$ cat config.mk
export PLATFORM = sky130hd
export DESIGN_NAME = alpha_over_pixel_blend_unit_flat
export DESIGN_NICKNAME = d
export VERILOG_FILES = /design/src/rtl/core/aopb_pkg.sv /design/src/rtl/core/aopb_if.sv /design/src/rtl/core/alpha_over_pixel_blend_unit.sv /design/src/rtl/core/aopb_front.sv /design/src/rtl/core/aopb_div_stage.sv /design/src/flat_wrapper.sv
export SDC_FILE = /design/constraint.sdc
export NUM_CORES = 2
export LEC_CHECK = 0
export ABC_AREA = 1
export BUFFER_PORTS_ARGS = -buffer_cell sky130_fd_sc_hd__buf_2
export CAP_MARGIN = 20
export CORE_MARGIN = 5
export CORE_UTILIZATION = 45
export DETAILED_ROUTE_END_ITERATION = 16
export GPL_TIMING_DRIVEN = 0
export PLACE_DENSITY_LB_ADDON = 0.08
export REMOVE_ABC_BUFFERS = 1
export SLEW_MARGIN = 20
export SYNTH_ARGS = -nofsm -noshare
export SYNTH_HDL_FRONTEND = slang
export SYNTH_SLANG_ARGS = --single-unit
$ cat constraint.sdc
create_clock -name clk -period 16.58 [get_ports clk]
set_clock_uncertainty 0.1 [all_clocks]
set_input_delay 0.829 -clock clk [delete_from_list [all_inputs] [get_ports clk]]
set_output_delay 0.829 -clock clk [all_outputs]
set_load 0.1 [all_outputs]
$ cat src/rtl/core/aopb_pkg.sv
// Package: shared types and constants for the alpha-over pixel blend unit.
package aopb_pkg;

  localparam int unsigned CH_W    = 8;
  localparam int unsigned N_CH    = 3;
  localparam int unsigned NUM_W   = 24;
  localparam int unsigned WGT_W   = 17;
  localparam int unsigned QUOT_W  = 8;
  localparam int unsigned RECIP_W = 16;
  localparam int unsigned RECIP_SH = 23;

  localparam logic [CH_W-1:0]    CH_MAX = 8'd255;
  // floor(w/255) == (w * 0x8081) >> 23 for every w up to 255*255
  localparam logic [RECIP_W-1:0] RECIP  = 16'h8081;

  typedef struct packed {
    logic [CH_W-1:0] src_red;
    logic [CH_W-1:0] src_green;
    logic [CH_W-1:0] src_blue;
    logic [CH_W-1:0] src_alpha;
    logic [CH_W-1:0] dst_red;
    logic [CH_W-1:0] dst_green;
    logic [CH_W-1:0] dst_blue;
    logic [CH_W-1:0] dst_alpha;
  } pix_in_t;

  typedef struct packed {
    logic [CH_W-1:0] out_red;
    logic [CH_W-1:0] out_green;
    logic [CH_W-1:0] out_blue;
    logic [CH_W-1:0] out_alpha;
    logic            written;
  } pix_out_t;

  // divider pipeline payload; dvs is the divisor aligned to the current quotient bit
  typedef struct packed {
    logic [N_CH-1:0][NUM_W-1:0]  rem;
    logic [NUM_W-1:0]            dvs;
    logic [N_CH-1:0][QUOT_W-1:0] quot;
    logic [CH_W-1:0]             alpha;
    logic                        written;
  } div_t;

endpackage

$ cat src/rtl/core/aopb_if.sv
// Interfaces: valid/ready request channels for input and result pixels.
interface aopb_in_if;
  logic              valid;
  logic              ready;
  aopb_pkg::pix_in_t data;
  modport source (output valid, output data, input ready);
  modport sink   (input valid, input data, output ready);
endinterface

interface aopb_out_if;
  logic               valid;
  logic               ready;
  aopb_pkg::pix_out_t data;
  modport source (output valid, output data, input ready);
  modport sink   (input valid, input data, output ready);
endinterface

$ cat src/rtl/core/alpha_over_pixel_blend_unit.sv
// Top level: Porter-Duff over of a straight-alpha RGBA8 source onto a destination.
//
// in_chan carries one request per pixel pair (source and destination RGBA8),
// out_chan one result per request, in order: blended RGBA8 plus a written flag.
// A source alpha of zero returns the destination unchanged with written low.
// The path from acceptance to out_chan.valid runs through three front stages
// (multiplies, weight and numerator sums, reciprocal alpha) and eight divider
// stages, each resolving one quotient bit of the three color divisions.
// Throughput is one pixel per cycle while out_chan is not stalled; the eight-stage divider sets the latency.
// Every stage has its own valid bit and loads when empty or when the stage
// after it moves, so bubbles close up and in_chan.ready stays high while the
// pipeline has a free slot, even when out_chan is stalled. A stalled result
// holds on out_chan until taken; nothing is dropped or repeated.
// Synchronous reset clears all valid bits; the data registers are not reset.
module alpha_over_pixel_blend_unit (
  input  logic       clk,
  input  logic       rst_n,
  aopb_in_if.sink    in_chan,
  aopb_out_if.source out_chan
);

  localparam int unsigned N_STG = aopb_pkg::QUOT_W;

  logic           stg_vld [N_STG+1];
  logic           stg_rdy [N_STG+1];
  aopb_pkg::div_t stg_dat [N_STG+1];

  aopb_front u_front (
    .clk      (clk),
    .rst_n    (rst_n),
    .up_valid (in_chan.valid),
    .up_data  (in_chan.data),
    .up_ready (in_chan.ready),
    .dn_valid (stg_vld[0]),
    .dn_data  (stg_dat[0]),
    .dn_ready (stg_rdy[0])
  );

  for (genvar i = 0; i < N_STG; i++) begin : g_div
    aopb_div_stage u_stage (
      .clk      (clk),
      .rst_n    (rst_n),
      .up_valid (stg_vld[i]),
      .up_data  (stg_dat[i]),
      .up_ready (stg_rdy[i]),
      .dn_valid (stg_vld[i+1]),
      .dn_data  (stg_dat[i+1]),
      .dn_ready (stg_rdy[i+1])
    );
  end

  assign stg_rdy[N_STG] = out_chan.ready;
  assign out_chan.valid = stg_vld[N_STG];

  always_comb begin
    out_chan.data.out_red   = stg_dat[N_STG].quot[0];
    out_chan.data.out_green = stg_dat[N_STG].quot[1];
    out_chan.data.out_blue  = stg_dat[N_STG].quot[2];
    out_chan.data.out_alpha = stg_dat[N_STG].alpha;
    out_chan.data.written   = stg_dat[N_STG].written;
  end

endmodule

$ cat src/rtl/core/aopb_front.sv
// Front end: weight and numerator products, output alpha, divider setup (3 stages).
module aopb_front (
  input  logic              clk,
  input  logic              rst_n,
  input  logic              up_valid,
  input  aopb_pkg::pix_in_t up_data,
  output logic              up_ready,
  output logic              dn_valid,
  output aopb_pkg::div_t    dn_data,
  input  logic              dn_ready
);

  typedef struct packed {
    logic [aopb_pkg::N_CH-1:0][2*aopb_pkg::CH_W-1:0] psc;
    logic [aopb_pkg::N_CH-1:0][aopb_pkg::CH_W-1:0]   dc;
    logic [2*aopb_pkg::CH_W-1:0]                     dw;
    logic [aopb_pkg::CH_W-1:0]                       sa;
    logic [aopb_pkg::CH_W-1:0]                       da;
    logic                                            skip;
  } s1_t;

  typedef struct packed {
    logic [aopb_pkg::N_CH-1:0][aopb_pkg::NUM_W-1:0] num;
    logic [aopb_pkg::WGT_W-1:0]                     w;
    logic [aopb_pkg::CH_W-1:0]                      da;
    logic                                           skip;
  } s2_t;

  logic s1_vld_r, s1_vld_nxt, s2_vld_r, s2_vld_nxt, s3_vld_r, s3_vld_nxt;
  s1_t  s1_r, s1_nxt;
  s2_t  s2_r, s2_nxt;
  aopb_pkg::div_t s3_r, s3_nxt;
  logic s1_ld, s2_ld, s3_ld;
  logic [aopb_pkg::WGT_W+aopb_pkg::RECIP_W-1:0] alpha_prod;

  assign s3_ld    = !s3_vld_r || dn_ready;
  assign s2_ld    = !s2_vld_r || s3_ld;
  assign s1_ld    = !s1_vld_r || s2_ld;
  assign up_ready = s1_ld;

  assign s1_vld_nxt = s1_ld ? up_valid : s1_vld_r;
  assign s2_vld_nxt = s2_ld ? s1_vld_r : s2_vld_r;
  assign s3_vld_nxt = s3_ld ? s2_vld_r : s3_vld_r;

  // stage 1: source color times alpha, destination weight
  always_comb begin
    s1_nxt.sa   = up_data.src_alpha;
    s1_nxt.da   = up_data.dst_alpha;
    s1_nxt.skip = (up_data.src_alpha == '0);
    s1_nxt.dc   = {up_data.dst_blue, up_data.dst_green, up_data.dst_red};
    s1_nxt.psc[0] = 16'(up_data.src_red)   * 16'(up_data.src_alpha);
    s1_nxt.psc[1] = 16'(up_data.src_green) * 16'(up_data.src_alpha);
    s1_nxt.psc[2] = 16'(up_data.src_blue)  * 16'(up_data.src_alpha);
    s1_nxt.dw   = 16'(up_data.dst_alpha) * 16'(aopb_pkg::CH_MAX - up_data.src_alpha);
  end

  // stage 2: numerators and total weight; skip turns into dc*255 / 255
  always_comb begin
    s2_nxt.da   = s1_r.da;
    s2_nxt.skip = s1_r.skip;
    for (int c = 0; c < aopb_pkg::N_CH; c++) begin
      if (s1_r.skip) begin
        s2_nxt.num[c] = {8'd0, s1_r.dc[c], 8'd0} - {16'd0, s1_r.dc[c]};
      end else begin
        s2_nxt.num[c] = {s1_r.psc[c], 8'd0} - {8'd0, s1_r.psc[c]}
                        + 24'(s1_r.dc[c]) * 24'(s1_r.dw);
      end
    end
    if (s1_r.skip) begin
      s2_nxt.w = 17'(aopb_pkg::CH_MAX);
    end else begin
      s2_nxt.w = {1'b0, s1_r.sa, 8'd0} - {9'd0, s1_r.sa} + {1'b0, s1_r.dw};
    end
  end

  // stage 3: output alpha by reciprocal, divisor aligned to quotient msb
  assign alpha_prod = 33'(s2_r.w) * 33'(aopb_pkg::RECIP);

  always_comb begin
    s3_nxt.rem     = s2_r.num;
    s3_nxt.dvs     = {s2_r.w, 7'd0};
    s3_nxt.quot    = '0;
    s3_nxt.written = !s2_r.skip;
    s3_nxt.alpha   = s2_r.skip ? s2_r.da
                               : alpha_prod[aopb_pkg::RECIP_SH +: aopb_pkg::CH_W];
  end

  always_ff @(posedge clk) begin
    if (!rst_n) begin
      s1_vld_r <= 1'b0;
      s2_vld_r <= 1'b0;
      s3_vld_r <= 1'b0;
    end else begin
      s1_vld_r <= s1_vld_nxt;
      s2_vld_r <= s2_vld_nxt;
      s3_vld_r <= s3_vld_nxt;
    end
  end

  always_ff @(posedge clk) begin
    if (s1_ld) s1_r <= s1_nxt;
    if (s2_ld) s2_r <= s2_nxt;
    if (s3_ld) s3_r <= s3_nxt;
  end

  assign dn_valid = s3_vld_r;
  assign dn_data  = s3_r;

endmodule

$ cat src/rtl/core/aopb_div_stage.sv
// Divider stage: one restoring quotient bit for all three color channels.
module aopb_div_stage (
  input  logic           clk,
  input  logic           rst_n,
  input  logic           up_valid,
  input  aopb_pkg::div_t up_data,
  output logic           up_ready,
  output logic           dn_valid,
  output aopb_pkg::div_t dn_data,
  input  logic           dn_ready
);

  logic           vld_r, vld_nxt, ld;
  aopb_pkg::div_t dat_r, dat_nxt;
  logic [aopb_pkg::NUM_W:0] trial [aopb_pkg::N_CH];

  assign ld       = !vld_r || dn_ready;
  assign up_ready = ld;
  assign vld_nxt  = ld ? up_valid : vld_r;

  always_comb begin
    dat_nxt         = up_data;
    dat_nxt.dvs     = up_data.dvs >> 1;
    for (int c = 0; c < aopb_pkg::N_CH; c++) begin
      trial[c] = {1'b0, up_data.rem[c]} - {1'b0, up_data.dvs};
      dat_nxt.quot[c] = {up_data.quot[c][aopb_pkg::QUOT_W-2:0], !trial[c][aopb_pkg::NUM_W]};
      if (!trial[c][aopb_pkg::NUM_W]) begin
        dat_nxt.rem[c] = trial[c][aopb_pkg::NUM_W-1:0];
      end
    end
  end

  always_ff @(posedge clk) begin
    if (!rst_n) begin
      vld_r <= 1'b0;
    end else begin
      vld_r <= vld_nxt;
    end
  end

  always_ff @(posedge clk) begin
    if (ld) dat_r <= dat_nxt;
  end

  assign dn_valid = vld_r;
  assign dn_data  = dat_r;

endmodule
$ cat src/flat_wrapper.sv
// flat-port wrapper written by rule: the top's interface ports become plain ports
module alpha_over_pixel_blend_unit_flat 
  (clk, rst_n, in_chan_valid, in_chan_data, in_chan_ready, out_chan_valid, out_chan_data, out_chan_ready);
  aopb_in_if in_chan_i ();
  aopb_out_if out_chan_i ();
  input  logic clk;
  input  logic rst_n;
  input wire logic [$bits(in_chan_i.valid)-1:0] in_chan_valid;
  input wire logic [$bits(in_chan_i.data)-1:0] in_chan_data;
  output wire logic [$bits(in_chan_i.ready)-1:0] in_chan_ready;
  output wire logic [$bits(out_chan_i.valid)-1:0] out_chan_valid;
  output wire logic [$bits(out_chan_i.data)-1:0] out_chan_data;
  input wire logic [$bits(out_chan_i.ready)-1:0] out_chan_ready;
  assign in_chan_i.valid = in_chan_valid;
  assign in_chan_i.data = in_chan_data;
  assign in_chan_ready = in_chan_i.ready;
  assign out_chan_valid = out_chan_i.valid;
  assign out_chan_data = out_chan_i.data;
  assign out_chan_i.ready = out_chan_ready;
  alpha_over_pixel_blend_unit u_core (.clk(clk), .rst_n(rst_n), .in_chan(in_chan_i), .out_chan(out_chan_i));
endmodule
==> results by group <==
Synthesis
  – Register bit total from synthesis: 1115
  – Most used DFF post-synth: edfxtp_1
  – Synthesized area per cell: 8.71 um^2
  – Largest cells by area after synthesis: edfxtp_1, ha_1, fa_1
  – Synth warn: 0
  – Count of cell types in the netlist: 59
  – Gate Count Post-Synth: 10200
  – Synth top area share: 0.372
  – Post-synth EDFFs: 1104
  – Mapped Area: 89200 um^2
  – Synth area leader: edfxtp_1
  – Register area share after synthesis: 0.374
  – Post-synth ARST share: 0

Global routing
  – Largest net degree at the start of global routing: 72
  – Initial antenna violation count: 4
  – Total grt overflow: 0
  – GRT Resource Usage Total: 0.244
  – Vias in the first global route: 68100
  – First-pass GRT wire length: 391 mm

Worst setup path
  – Crit start category: flop
  – Crit-path max FO: 45
  – Crit. End Element: primary output
  – R2R Setup Slk: 10.82 ns
  – FF-to-FF path depth: 18
  – Worst R2R End: u_core.u_front.s2_r[88]$_DFFE_PP_
  – Worst EP arrival: 5.16 ns
  – RR Startpoint: u_core.u_front.s1_r[51]$_DFFE_PP_
  – CP Class: reg2out
  – CP Data Required Time: 15.65 ns

STA
  – Max Slew Vio Count: 0
  – Fin crit period: 6.09 ns
  – RSZ-0062 raised after global routing: false
  – Final setup viols: 0
  – Final hold vios: 0
  – FMAX: 164 MHz
  – Final worst setup slack: 10.49 ns
  – Post-route setup TNS: 0 ns
  – Worst slew pin tran: 1.07 ns
  – Final period utilization: 0.367
  – Worst slew margin: 0.288

Floorplan
  – Starting Density: 0.452
  – Core area: 197000 um^2
  – Core Rows: 163
  – Die area: 207000 um^2
  – Die height: 455 um
  – # IOs: 103
  – Die span in x: 455 um

CTS
  – H-tree depth: 4
  – Cell chosen for the clock root: clkbuf_16
  – CTS tree: done
  – Cts hold-fix bufs: 0
  – CTS buffer count: 132
  – Reg clk slew, reported paths: 0.08 ns
  – Clock sink total: 1115
  – CTS resizes: 0
  – Clk Latency, worst-skew pair: 0.79 ns
  – Clk buf depth: 3
  – Post-CTS Setup Inserts: 0

Routing
  – Initial DRC count: 4828
  – WL/cell: 19.3 um
  – Remaining antenna violation count: 0
  – Vias: 68200
  – DRC viols: 0
  – Vias/cell: 5.21
  – TritonRoute pass-1 iters: 6
  – WL final: 252 mm

Job
  – Max-cap violations: 0

Place
  – Post-Place Setup Slack: 10.55 ns
  – GPL Wtd Cong: 0.939
  – Placed cell areas: 93100 um^2
  – PortBufs: 102
  – HPWL Detailed: 205 mm
  – Placed instance count: 12800

Finish
  – Filler cells: 18900
  – Final #Nets: 11700
  – Synth-to-Final Area Change: 9.27%
  – Most frequent cells in the layout: nand2_1, inv_1, edfxtp_1
  – Ratio of cells with drive above 1 in the final layout: 0.0533
  – Post-route insts no fill: 13100
  – Design area: 97500 um^2
  – Commonest non-fill, non-tap cell in the layout: nand2_1

Hold path
  – Worst Hold Endpoint: u_core.u_front.s1_r[55]$_DFFE_PP_
  – Hold WC Path Type: in2reg
  – Hold_sp: in_chan_data[14]
  – Worst hold stages: 1

Run status
  – Status: finished, final reports clean
[cell usage after synthesis (5+ instances only)]
library cell,n
nand2_1,2624
inv_1,1669
edfxtp_1,1104
ha_1,828
a21oi_1,660
nor2_1,654
fa_1,506
o21ai_0,503
nand3_1,431
xnor2_1,176
xor2_1,140
nand4_1,127
clkbuf_1,113
nor3_1,78
o21ai_1,70
o21ai_2,66
a21o_1,49
nand3b_1,44
buf_2,37
or2_2,32
o21a_1,28
o21bai_1,27
a21oi_2,26
buf_1,25
a31oi_1,21
buf_6,21
a21boi_0,17
and3_1,17
inv_2,15
nand2_2,15
clkbuf_2,12
dfxtp_1,11
nand3_2,11
nor4_1,10
buf_4,9
and2_1,8
o31ai_1,7
nor2_2,6
o211ai_1,6
nand3_4,5
[metrics by stage]
step	util	hold WS [ns]
CTS	0.494	0.0406
floorplan	-	0.300
finish	0.494	0.116
global route	0.494	0.0644
global placement	0.466	0.300
detailed placement	0.472	0.305
[registers in the layout, indices dropped and copies added, names as in the netlist]
| register | cells |
|---|---|
| u_core.u_front.dn_valid | 1 |
| u_core.g_div.u_stage.dn_valid | 8 |
| u_core.u_front.s2_vld_r | 1 |
| u_core.g_div.u_stage.dn_data | 803 |
| u_core.u_front.s1_vld_r | 1 |
| u_core.u_front.s1_r | 105 |
| u_core.u_front.s2_r | 98 |
| u_core.u_front.dn_data | 98 |
[how the worst max path moves through the flow]
| stage | start | end | slack (ns) |
|---|---|---|---|
| floorplan | u_core.g_div[7].u_stage.dn_valid$_SDFFE_PN0P_ | u_core.u_front.s1_r[0]$_DFFE_PP_ | 2.23 |
| global placement | out_chan_ready | in_chan_ready | -3.84 |
| detailed placement | out_chan_ready | in_chan_ready | 10.55 |
| CTS | u_core.g_div[7].u_stage.dn_valid$_SDFFE_PN0P_ | in_chan_ready | 10.28 |
| global route | u_core.g_div[7].u_stage.dn_valid$_SDFFE_PN0P_ | in_chan_ready | 10.08 |
| finish | u_core.g_div[7].u_stage.dn_valid$_SDFFE_PN0P_ | in_chan_ready | 10.49 |
[area by class of cell]
cell class                 count  area [um^2]  area share
clock inverter                68          813     0.00834
timing repair buffer         168         1640      0.0168
tap                         2640         3300      0.0339
multi-input combinational   7221        48400       0.497
antenna                        3         7.51   0.0000770
inverter                    1691         6380      0.0655
sequential                  1115        33400       0.342
clock buffer                 169         3540      0.0363
[per-layer routing]
layer  GRT usage  vias to the layer above  part of all wire
li1            -                    33800                 -
met5           0                        -          0.000052
met1       0.308                    32500              0.43
met4      0.0850                        2             0.039
met3      0.0266                      378             0.038
met2       0.434                     1526              0.49
[kinds of logic after synthesis]
kind of cell / after synthesis / synth area share
DFF: 1115 / 0.374
AOI/OAI and AO/OA: 1493 / 0.0922
xor gates and xnor gates: 316 / 0.0310
and+or+nand+nor: 4078 / 0.189
buffers and inverters: 1910 / 0.0837
adders and majority gates: 1334 / 0.230
[critical path: stages (launching register included)]
cell     delay [ns]
dfxtp_1        0.44
nand4_1        0.40
buf_6          0.29
nor2_1         0.22
inv_6          0.21
nor2_4         0.28
nand3_4        0.26
nor2_2         0.42
nand4_1        0.50
buf_6          0.34
buf_6          0.17
buf_8          0.16
buf_6          0.17
buf_6          0.16
buf_2          0.30
Power is left out: the tool's default activity adds up to more than one toggle a clock period on the data nets, which glitch-free logic cannot reach.
